<file path="config.mk">
export PLATFORM = sky130hd
export DESIGN_NAME = xml_escape_utf8_stream
export DESIGN_NICKNAME = d
export VERILOG_FILES = /design/src/rtl/core/xesc_pkg.sv /design/src/rtl/core/xesc_front.sv /design/src/rtl/core/xesc_fifo.sv /design/src/rtl/core/xesc_back.sv /design/src/rtl/core/xml_escape_utf8_stream.sv
export SDC_FILE = /design/constraint.sdc
export NUM_CORES = 1
export LEC_CHECK = 0
export BUFFER_PORTS_ARGS = -buffer_cell sky130_fd_sc_hd__clkbuf_2
export CORE_MARGIN = 2
export CORE_UTILIZATION = 58
export CTS_BUF_LIST = sky130_fd_sc_hd__clkbuf_4
export CTS_CLUSTER_DIAMETER = 200
export CTS_CLUSTER_SIZE = 30
export DETAILED_ROUTE_END_ITERATION = 10
export PLACE_DENSITY = 0.85
export SLEW_MARGIN = 20
export SYNTH_ARGS = -nofsm -noshare
export SYNTH_HDL_FRONTEND = slang
export SYNTH_SLANG_ARGS = --single-unit
</file>
<file path="constraint.sdc">
create_clock -name clk -period 6.8 [get_ports clk]
set_input_delay 1.02 -clock clk [delete_from_list [all_inputs] [get_ports clk]]
set_output_delay 1.02 -clock clk [all_outputs]
set_load 0.01 [all_outputs]
</file>
<file path="src/rtl/core/xesc_pkg.sv">
`timescale 1ns / 1ps
// shared types, constants and helper functions for the xml escaper
// no dependencies

package xesc_pkg;

	localparam int unsigned ContW    = 3;
	localparam int unsigned QueueAw  = 2;
	localparam int unsigned IdxW     = 3;

	typedef enum logic [2:0] {
		ENT_NONE,
		ENT_AMP,
		ENT_LT,
		ENT_GT,
		ENT_APOS,
		ENT_QUOT
	} ent_e;

	// classified item, front to back
	typedef struct packed {
		ent_e       ent;
		logic [7:0] raw;
		logic       str_end;
	} desc_t;

	// entity texts, first character in the lowest byte
	localparam logic [47:0] EntAmpBytes  = 48'h00_3b_70_6d_61_26; // &amp;
	localparam logic [47:0] EntLtBytes   = 48'h00_00_3b_74_6c_26; // &lt;
	localparam logic [47:0] EntGtBytes   = 48'h00_00_3b_74_67_26; // &gt;
	localparam logic [47:0] EntAposBytes = 48'h3b_73_6f_70_61_26; // &apos;
	localparam logic [47:0] EntQuotBytes = 48'h3b_74_6f_75_71_26; // &quot;

	localparam logic [7:0] ChAmp  = 8'h26;
	localparam logic [7:0] ChLt   = 8'h3c;
	localparam logic [7:0] ChGt   = 8'h3e;
	localparam logic [7:0] ChApos = 8'h27;
	localparam logic [7:0] ChQuot = 8'h22;

	function automatic ent_e entity_of(input logic [7:0] b);
		ent_e e;
		unique case (b)
			ChAmp:   e = ENT_AMP;
			ChLt:    e = ENT_LT;
			ChGt:    e = ENT_GT;
			ChApos:  e = ENT_APOS;
			ChQuot:  e = ENT_QUOT;
			default: e = ENT_NONE;
		endcase
		return e;
	endfunction

	// continuation bytes implied by a lead byte
	function automatic logic [ContW-1:0] follow_count(input logic [7:0] b);
		logic [ContW-1:0] n;
		priority if (b < 8'hc0) n = 3'd0;
		else if (b < 8'he0)     n = 3'd1;
		else if (b < 8'hf0)     n = 3'd2;
		else if (b < 8'hf8)     n = 3'd3;
		else if (b < 8'hfc)     n = 3'd4;
		else if (b < 8'hfe)     n = 3'd5;
		else                    n = 3'd0;
		return n;
	endfunction

	// index of the last output byte of an item
	function automatic logic [IdxW-1:0] last_idx(input ent_e e);
		logic [IdxW-1:0] n;
		unique case (e)
			ENT_AMP:  n = 3'd4;
			ENT_LT:   n = 3'd3;
			ENT_GT:   n = 3'd3;
			ENT_APOS: n = 3'd5;
			ENT_QUOT: n = 3'd5;
			default:  n = 3'd0;
		endcase
		return n;
	endfunction

	function automatic logic [7:0] out_byte_at(input ent_e e, input logic [IdxW-1:0] idx,
	                                           input logic [7:0] raw);
		logic [47:0] txt;
		logic [5:0]  sel;
		sel = {idx, 3'b000};
		unique case (e)
			ENT_AMP:  txt = EntAmpBytes;
			ENT_LT:   txt = EntLtBytes;
			ENT_GT:   txt = EntGtBytes;
			ENT_APOS: txt = EntAposBytes;
			ENT_QUOT: txt = EntQuotBytes;
			default:  txt = {40'd0, raw};
		endcase
		return txt[sel +: 8];
	endfunction

endpackage

</file>
<file path="src/rtl/core/xesc_front.sv">
`timescale 1ns / 1ps
// front part: accepts input bytes, tracks utf-8 continuation, classifies
// depends on xesc_pkg

module xesc_front (
	input  logic                clk,
	input  logic                arst_n,
	input  logic                cfg_wr_en,
	input  logic                cfg_wr_data,
	input  logic                in_valid,
	output logic                in_ready,
	input  logic [7:0]          in_byte,
	input  logic                in_end,
	input  logic                q_full,
	output logic                push,
	output xesc_pkg::desc_t     push_desc
);

	logic                          escape_en_q;
	logic [xesc_pkg::ContW-1:0]    cont_q;
	logic [xesc_pkg::ContW-1:0]    cont_next;
	xesc_pkg::ent_e                ent;

	assign in_ready = !q_full;
	assign push     = in_valid && !q_full;

	always_comb begin
		ent       = xesc_pkg::ENT_NONE;
		cont_next = cont_q;
		if (!escape_en_q) begin
			cont_next = '0;
		end else if (cont_q != '0) begin
			cont_next = cont_q - 3'd1;
		end else begin
			ent = xesc_pkg::entity_of(in_byte);
			if (ent == xesc_pkg::ENT_NONE) begin
				cont_next = xesc_pkg::follow_count(in_byte);
			end
		end
		// end of string drops any truncated character
		if (in_end) begin
			cont_next = '0;
		end
	end

	assign push_desc = '{ent: ent, raw: in_byte, str_end: in_end};

	always_ff @(posedge clk or negedge arst_n) begin
		if (!arst_n) begin
			escape_en_q <= 1'b1;
			cont_q      <= '0;
		end else begin
			if (cfg_wr_en) begin
				escape_en_q <= cfg_wr_data;
			end
			if (push) begin
				cont_q <= cont_next;
			end
		end
	end

endmodule

</file>
<file path="src/rtl/core/xesc_fifo.sv">
`timescale 1ns / 1ps
// four-entry queue of classified items between front and back
// depends on xesc_pkg

module xesc_fifo (
	input  logic            clk,
	input  logic            arst_n,
	input  logic            push,
	input  xesc_pkg::desc_t push_desc,
	output logic            full,
	input  logic            pop,
	output logic            head_valid,
	output xesc_pkg::desc_t head_desc
);

	localparam int unsigned Depth = 2 ** xesc_pkg::QueueAw;

	xesc_pkg::desc_t                 mem_q [Depth];
	logic [xesc_pkg::QueueAw-1:0]    wr_ptr_q;
	logic [xesc_pkg::QueueAw-1:0]    rd_ptr_q;
	logic [xesc_pkg::QueueAw:0]      count_q;
	logic                            do_push;
	logic                            do_pop;

	assign full       = (count_q == (xesc_pkg::QueueAw + 1)'(Depth));
	assign head_valid = (count_q != '0);
	assign head_desc  = mem_q[rd_ptr_q];
	assign do_push    = push && !full;
	assign do_pop     = pop && head_valid;

	always_ff @(posedge clk) begin
		if (do_push) begin
			mem_q[wr_ptr_q] <= push_desc;
		end
	end

	always_ff @(posedge clk or negedge arst_n) begin
		if (!arst_n) begin
			wr_ptr_q <= '0;
			rd_ptr_q <= '0;
			count_q  <= '0;
		end else begin
			if (do_push) begin
				wr_ptr_q <= wr_ptr_q + 1'b1;
			end
			if (do_pop) begin
				rd_ptr_q <= rd_ptr_q + 1'b1;
			end
			unique case ({do_push, do_pop})
				2'b10:   count_q <= count_q + 1'b1;
				2'b01:   count_q <= count_q - 1'b1;
				default: count_q <= count_q;
			endcase
		end
	end

endmodule

</file>
<file path="src/rtl/core/xesc_back.sv">
`timescale 1ns / 1ps
// back part: expands queued items into output bytes through an output register
// depends on xesc_pkg

module xesc_back (
	input  logic            clk,
	input  logic            arst_n,
	input  logic            head_valid,
	input  xesc_pkg::desc_t head_desc,
	output logic            pop,
	output logic            out_valid,
	input  logic            out_ready,
	output logic [7:0]      out_byte,
	output logic            out_run_last,
	output logic            out_str_end
);

	logic [xesc_pkg::IdxW-1:0] idx_q;
	logic                      out_valid_q;
	logic [7:0]                out_byte_q;
	logic                      run_last_q;
	logic                      str_end_q;
	logic                      slot_free;
	logic                      emit;
	logic                      at_last;

	assign slot_free = !out_valid_q || out_ready;
	assign emit      = head_valid && slot_free;
	assign at_last   = (idx_q == xesc_pkg::last_idx(head_desc.ent));
	assign pop       = emit && at_last;

	always_ff @(posedge clk or negedge arst_n) begin
		if (!arst_n) begin
			idx_q       <= '0;
			out_valid_q <= 1'b0;
		end else begin
			if (emit) begin
				out_valid_q <= 1'b1;
				idx_q       <= at_last ? '0 : idx_q + 1'b1;
			end else if (out_ready) begin
				out_valid_q <= 1'b0;
			end
		end
	end

	always_ff @(posedge clk) begin
		if (emit) begin
			out_byte_q <= xesc_pkg::out_byte_at(head_desc.ent, idx_q, head_desc.raw);
			run_last_q <= at_last;
			str_end_q  <= at_last && head_desc.str_end;
		end
	end

	assign out_valid    = out_valid_q;
	assign out_byte     = out_byte_q;
	assign out_run_last = run_last_q;
	assign out_str_end  = str_end_q;

endmodule

</file>
<file path="src/rtl/core/xml_escape_utf8_stream.sv">
`timescale 1ns / 1ps
// an input transfer passes through the queue and then the output register
// before its first output byte appears
// throughput: one byte per cycle for copied bytes while the output is not
// stalled; an entity expands into 4 to 6 output bytes, and the four-entry
// queue absorbs input meanwhile before input stalls
// reset: queue and output empty, continuation count zero, escaping enabled

module xml_escape_utf8_stream (
	input  logic        clk,
	input  logic        arst_n,
	// escape_enable register
	input  logic        cfg_wr_en,
	input  logic        cfg_wr_data,
	// input byte stream
	input  logic        s_axis_tvalid,
	output logic        s_axis_tready,
	input  logic [7:0]  s_axis_tdata,   // [7:0] text_byte
	input  logic        s_axis_tlast,   // string_end
	// escaped output stream
	output logic        m_axis_tvalid,
	input  logic        m_axis_tready,
	output logic [7:0]  m_axis_tdata,   // [7:0] out_byte
	output logic [0:0]  m_axis_tuser,   // [0] run_last
	output logic        m_axis_tlast    // out_string_end
);

	// front to queue
	logic            push;
	xesc_pkg::desc_t push_desc;
	logic            q_full;
	// queue to back
	logic            head_valid;
	xesc_pkg::desc_t head_desc;
	logic            pop;

	// classifies each byte and keeps the utf-8 continuation count
	xesc_front u_front (
		.clk         (clk),
		.arst_n      (arst_n),
		.cfg_wr_en   (cfg_wr_en),
		.cfg_wr_data (cfg_wr_data),
		.in_valid    (s_axis_tvalid),
		.in_ready    (s_axis_tready),
		.in_byte     (s_axis_tdata),
		.in_end      (s_axis_tlast),
		.q_full      (q_full),
		.push        (push),
		.push_desc   (push_desc)
	);

	// decouples the front (one byte per cycle unless the queue is full) from byte-by-byte entity expansion
	xesc_fifo u_fifo (
		.clk        (clk),
		.arst_n     (arst_n),
		.push       (push),
		.push_desc  (push_desc),
		.full       (q_full),
		.pop        (pop),
		.head_valid (head_valid),
		.head_desc  (head_desc)
	);

	// walks an entity one byte per transfer, pops on the last byte
	xesc_back u_back (
		.clk          (clk),
		.arst_n       (arst_n),
		.head_valid   (head_valid),
		.head_desc    (head_desc),
		.pop          (pop),
		.out_valid    (m_axis_tvalid),
		.out_ready    (m_axis_tready),
		.out_byte     (m_axis_tdata),
		.out_run_last (m_axis_tuser[0]),
		.out_str_end  (m_axis_tlast)
	);

endmodule

</file>
After elaboration in Yosys (flattened, before gate mapping)

Memory sizes are Yosys's and may differ from the RTL's.
Index checks and enable logic that the tools add are counted.

Mux-type cells: 24
Equal/unequal tests: 15
Add/subtract/negate cells: 6
Shift operators: 1
$lt $le $gt $ge: 6
Reductions and logical operators: 17

Operator list:

| operator            | number |
|---|---|
| $pmux 46 s5         | 1 |
| $lt 8x8->1 const B  | 6 |
| $mux 48             | 1 |
| $shiftx 48x7->8     | 1 |
| $mux 3              | 15 |
| $eq 8x6->1 const B  | 5 |
| $pmux 3 s5          | 1 |
| $eq 3x3->1 const B  | 3 |
| $pmux 3 s3          | 1 |
| $add 3x1->3 const B | 2 |
| $eq 3x2->1 const B  | 2 |
| $logic_and 1x1->1   | 6 |
| $pmux 3 s2          | 1 |
| $reduce_bool 3->1   | 2 |
| $sub 3x1->3 const B | 2 |
| $add 2x1->2 const B | 2 |
| $mux 1              | 4 |
| $ne 4x4->1 const B  | 1 |
| $reduce_bool 2->1   | 2 |
| $reduce_or 2->1     | 2 |
| $eq 3x1->1 const B  | 1 |
| $eq 3x3->1          | 1 |
| $logic_not 3->1     | 1 |
| $eq 2x1->1 const B  | 1 |
| 4 further kinds     | 5 |

Logic and storage cells: 80
Bits in writable memories: 48
Memories kept: 1
Bits of input ports: 15
Register bits after elaboration: 25
Output and inout port bits: 12

Memories:

| memory       | depth | width | read ports | clocked after Yosys merged registers in | wr ports | RTL line        | text |
|---|---|---|---|---|---|---|---|
| u_fifo.mem_q | 4     | 12    | 1          | 0                                       | 1        | xesc_fifo.sv:18 | `xesc_pkg::desc_t mem_q [Depth];` |

Logic depth before layout (Yosys ltp)

Depth in word-level cells: 11
Gate-level depth with buffers: 14
Mapped depth without buffers: 12

By module

From an unflattened synthesis, not the netlist that was laid out.

Cells, all modules: 268
Area total of the unflattened synthesis: 3703.6 um^2

By module, submodules not included:

| module     | instances | cells an instance | area each (um^2) | seq. area each (um^2) |
|---|---|---|---|---|
| xesc_fifo  | 1         | 100               | 2189.6           | 1616.6 |
| xesc_back  | 1         | 113               | 1057.3           | 400.4 |
| xesc_front | 1         | 55                | 456.7            | 101.3 |

Least setup slack after synthesis

OpenSTA, ideal clock, no wires.

Path kind: register -> register
Start point: register u_fifo.rd_ptr_q[0] in the netlist's numbering
End point: register u_fifo.count_q[2] in the netlist's numbering
Required time: 6.721 ns
Arrival: 3.019 ns
Setup time: 0.079 ns
Path buffers: 2
Period minus slack after synthesis: 3.098 ns
Path slack: 3.702 ns
Stages on the path, launching flop included: 15
Cell sequence: dfrtp_1 -> buf_6 -> mux4_2 -> buf_6 -> or2b_1 -> nand2b_1 -> ha_1 -> a31oi_4 -> and2_4 -> ha_1 -> inv_1 -> fa_1 -> xor2_1 -> nor2_1 -> xor2_1

Word-level cells in the longest chain between the ends: 9
Elaborated cells on any way between the ends: 16
Classes of those cells: eq/ne (8); mux (2); reduce/logical (5); memory (1)

RTL lines:

| what                                            | RTL line        | text |
|---|---|---|
| from (decl)                                     | xesc_fifo.sv:20 | `logic [xesc_pkg::QueueAw-1:0] rd_ptr_q;` |
| from (signal assigned)                          | xesc_fifo.sv:47 | `rd_ptr_q <= rd_ptr_q + 1'b1;` |
| $mem_v2 4x12 *                                  | n/a             |  |
| $eq 3x3->1 or $eq 3x2->1 (tied branches)        | xesc_pkg.sv:69  | `unique case (e)` |
| $reduce_or 2->1 (no source line)                | n/a             |  |
| $pmux 3 s3 *                                    | xesc_pkg.sv:69  |  |
| $eq 3x3->1 *                                    | xesc_back.sv:29 | `assign at_last = (idx_q == xesc_pkg::last_idx(head_desc.ent));` |
| named net u_back.at_last                        | xesc_back.sv:25 | `logic at_last;` |
| $logic_and 1x1->1 *                             | xesc_back.sv:30 | `assign pop = emit && at_last;` |
| $logic_and 1x1->1 *                             | xesc_fifo.sv:29 | `assign do_pop = pop && head_valid;` |
| named net u_fifo.do_pop                         | xesc_fifo.sv:23 | `logic do_pop;` |
| $eq 2x1->1 or $eq 2x2->1 (tied branches)        | xesc_fifo.sv:49 | `unique case ({do_push, do_pop})` |
| $pmux 3 s2 or $reduce_bool 2->1 (tied branches) | n/a             |  |
| to (signal assigned)                            | xesc_fifo.sv:50 | `2'b10: count_q <= count_q + 1'b1;` |
| to (signal assigned)                            | xesc_fifo.sv:51 | `2'b01: count_q <= count_q - 1'b1;` |
| to (signal assigned)                            | xesc_fifo.sv:52 | `default: count_q <= count_q;` |
| to (decl)                                       | xesc_fifo.sv:21 | `logic [xesc_pkg::QueueAw:0] count_q;` |

Mark *: on every way through the listed nets, which the timed path passes. The rest lies on a longest branch.
A chain may end at the register's enable or synchronous reset.

Worst setup path in the final report

Same ends and word-level chain as after synthesis.

==> impl_metrics.json <==
{
  "outcome": "completed",
  "multi_input_area_sq_um": 1256,
  "cts_tree": "built",
  "initial_core_util_pct": 60.01,
  "fillCellCount": 437,
  "max_stage_delay_ns": 0.87,
  "cp-end-kind": "flop",
  "postRouteAntennaNets": 0,
  "num_io_pins": 27,
  "synth_ff_type": "edfxtp_1",
  "pwr-share-clk_pct": 19.5,
  "hold_path.class": "in -> async",
  "start_kind": "flop",
  "p_leak_nw": 1.468,
  "ys_async_sr_fraction_pct": 20.55,
  "register_area_sq_um": 2118,
  "crit_path_top_delay_cell": "dfrtp_1",
  "finalPower_mw": 1.768,
  "synth_area_leader_cell": "edfxtp_1",
  "max_freq_mhz": 249.3,
  "cts_hold_buf": 0,
  "grt_max_degree": 23,
  "ir_drop_mv": 0.2287,
  "cts_buffer_depth": 2,
  "skew_ns": 0.01832,
  "die_width_um": 82.04,
  "fp.coreArea_sq_um": 5886,
  "vias": 2117,
  "place_area_sq_um": 3655,
  "synth-seq-area-share_pct": 59.97,
  "p_sw_uw": 639.4,
  "syn_inst": 254,
  "root_buffer": "clkbuf_4",
  "grt_pass1_vias": 2112,
  "rows": 28,
  "setup_ws_ns": 2.788,
  "grt_pass1_wl_um": 10270,
  "routedLengthMet1_um": 2574,
  "critPathArrivalTime_ns": 4.34,
  "clock_latency_ns": 0.41,
  "slew_headroom_pct": 47.35,
  "synth_area_leaders": "edfxtp_1 (49%), dfrtp_1 (9.9%), mux4_2 (7.0%)",
  "cts_resized": 0,
  "pre_cts_slack_ns": 2.833,
  "synth_nets": 279,
  "wire_per_inst_um": 16.89,
  "synthToLayoutAreaGrowth_pct": 8.856,
  "post_synth_num_cell_types": 55,
  "path_class": "reg -> reg",
  "crit_buf_inv": 1,
  "final-max-slew-violation-count": 0,
  "cts_sinks": 73,
  "die_h_um": 82.04,
  "top_layer": "met4",
  "fin_area_sq_um": 3845,
  "antenna_found_initial": 0,
  "ys_ff_latch": 73,
  "fin_nets": 305,
  "pwr-share-comb_pct": 38.1,
  "wl_met2_um": 3154,
  "drcViolationCount": 0,
  "internal_power_mw": 1.129,
  "syn_avg_cell_area_sq_um": 13.91,
  "post-cts-setup-buffers": 0,
  "finalSetupViolations": 0,
  "wirelength_um": 6080,
  "clk_pin_slew_ns": 0.13,
  "cts_inserted_buffers": 9,
  "cts_max_level": 3,
  "drt-pass1-iter-count": 4,
  "crit_fanout": 14,
  "synth_warnings": 0,
  "grt_usage_pct": 21.20,
  "p_seq_share_pct": 42.5,
  "synth-edff-count": 58,
  "power_density_nw_per_um2": 459.9,
  "place.gp.congestion": 0.8561,
  "finalHoldViolations": 0,
  "synth_top_area_share_pct": 49.31,
  "antenna_cells": 0,
  "dp_hpwl_um": 4146,
  "tightestPinTransition_ns": 0.7898,
  "cp_cell_sequence": "mux4_2, and2b_2, nand2b_1, ha_1, a31oi_4, and2_4, ha_1, inv_1, fa_1, xor2_1, nor2_1, xor2_1",
  "sw_frac_of_total_pct": 36.16,
  "dieArea_sq_um": 6730,
  "met3_length_um": 269,
  "max-cap-violations": 0,
  "min_period_over_period_pct": 58.99,
  "drt-vias-per-instance": 5.881,
  "tns_ns": 0,
  "io_buffers": 26,
  "rsz0062_at_grt": "false",
  "syn_area_sq_um": 3532,
  "overflow": 0,
  "crit_family": "adder cells",
  "drtIter0Drc": 125,
  "drive_gt1_share_pct": 22.81,
  "required_ns": 7.13,
  "min_period_ns": 4.012
}
==> power by group through the flow <==
stage / logic [mW] / registers (mW) / clock network [mW]
2_1_floorplan: 0.598 / 0.704 / 0
3_3_place_gp: 0.646 / 0.756 / 0
3_5_place_dp: 0.664 / 0.762 / 0
4_1_cts: 0.677 / 0.752 / 0.354
5_1_grt: 0.750 / 0.771 / 0.371
6_report: 0.674 / 0.751 / 0.344
==> sequential cells by signal, summed over array words and instances, names as in the netlist <==
| register | flops |
|---|---|
| u_back.idx_q | 3 |
| u_back.out_valid | 1 |
| u_back.out_run_last | 1 |
| u_fifo.wr_ptr_q | 2 |
| u_fifo.mem_q | 48 |
| u_back.out_str_end | 1 |
| u_fifo.rd_ptr_q | 2 |
| u_back.out_byte | 8 |
| u_fifo.count_q | 3 |
| u_front.escape_en_q | 1 |
| u_front.cont_q | 3 |
==> layout by cell type, fill, tap and decap left out, types with 8 or more instances in the layout <==
| cell type | synthesis | final |
|---|---|---|
| dfrtp_1 | 14 | 14 |
| ha_1 | 9 | 9 |
| clkbuf_4 | 0 | 10 |
| edfxtp_1 | 58 | 58 |
| clkbuf_2 | 0 | 26 |
| inv_1 | 15 | 15 |
| nor2_1 | 12 | 12 |
| nand2_1 | 15 | 15 |
| o21ai_0 | 12 | 12 |
| mux4_2 | 11 | 11 |
| nand3_1 | 8 | 8 |
| a21oi_1 | 12 | 12 |
==> stage by stage <==
stage	hold WS, ns	instances	utilization, %
floorplan	0.4637	254	-
global placement	0.4781	344	62.10
detailed placement	0.4919	344	62.10
CTS	0.4732	360	65.33
global route	0.4867	360	65.33
finish	0.5003	360	65.33
==> layer usage <==
layer	GRT usage, %	vias to the layer above
li1	-	1019
met3	4.505	6
met5	0	-
met1	27.53	1030
met2	34.39	62
met4	9.833	0
==> cell families (layout without fill, tap and decap cells) <==
| logic type | Yosys count | count (layout) | synth area share, % |
|---|---|---|---|
| flops | 73 | 73 | 59.97 |
| simple gates | 66 | 66 | 10.63 |
| compound gates | 57 | 57 | 10.84 |
| buf+inv | 26 | 57 | 4.463 |
| mux | 14 | 14 | 8.360 |
| fa+ha+maj | 10 | 10 | 3.755 |
| xor+xnor | 8 | 8 | 1.984 |
==> cell type report <==
class	count	share of cell area, %
clock buffer	10	1.952
multi-input combinational	155	32.67
inverter	15	1.464
timing repair buffer	26	3.384
clock inverter	6	2.994
tap	75	2.441
sequential	73	55.09
==> synth_stat cells (4+ instances only) <==
cell      number
and3_1         6
inv_1         15
ha_1           9
nand3_1        8
xor2_1         5
mux4_2        11
nor3_1         4
edfxtp_1      58
dfrtp_1       14
a22oi_1        4
o22ai_1        6
o21ai_0       12
buf_6          4
nand2_1       15
nor2_1        12
a21oi_1       12
clkbuf_1       4
==> path summary, 6_finish.rpt <==
check | startpoint | endpoint | slack, ns | cells past startpoint
max | u_fifo.rd_ptr_q[0]$_DFFE_PN0P_ | u_fifo.count_q[2]$_DFFE_PN0P_ | 2.79 | 12
min | arst_n | u_front.cont_q[1]$_DFFE_PN0P_ | 0.50 | 1
max reg2reg | u_fifo.rd_ptr_q[0]$_DFFE_PN0P_ | u_fifo.count_q[2]$_DFFE_PN0P_ | 2.79 | 12
min reg2reg | u_fifo.count_q[0]$_DFFE_PN0P_ | u_fifo.count_q[0]$_DFFE_PN0P_ | 0.52 | 1
max in group asynchronous | arst_n | u_front.escape_en_q$_DFFE_PN1P_ | 5.99 | 1
min in group clk | u_fifo.count_q[0]$_DFFE_PN0P_ | u_fifo.count_q[0]$_DFFE_PN0P_ | 0.52 | 1
Power figures use the tool's default switching activity.
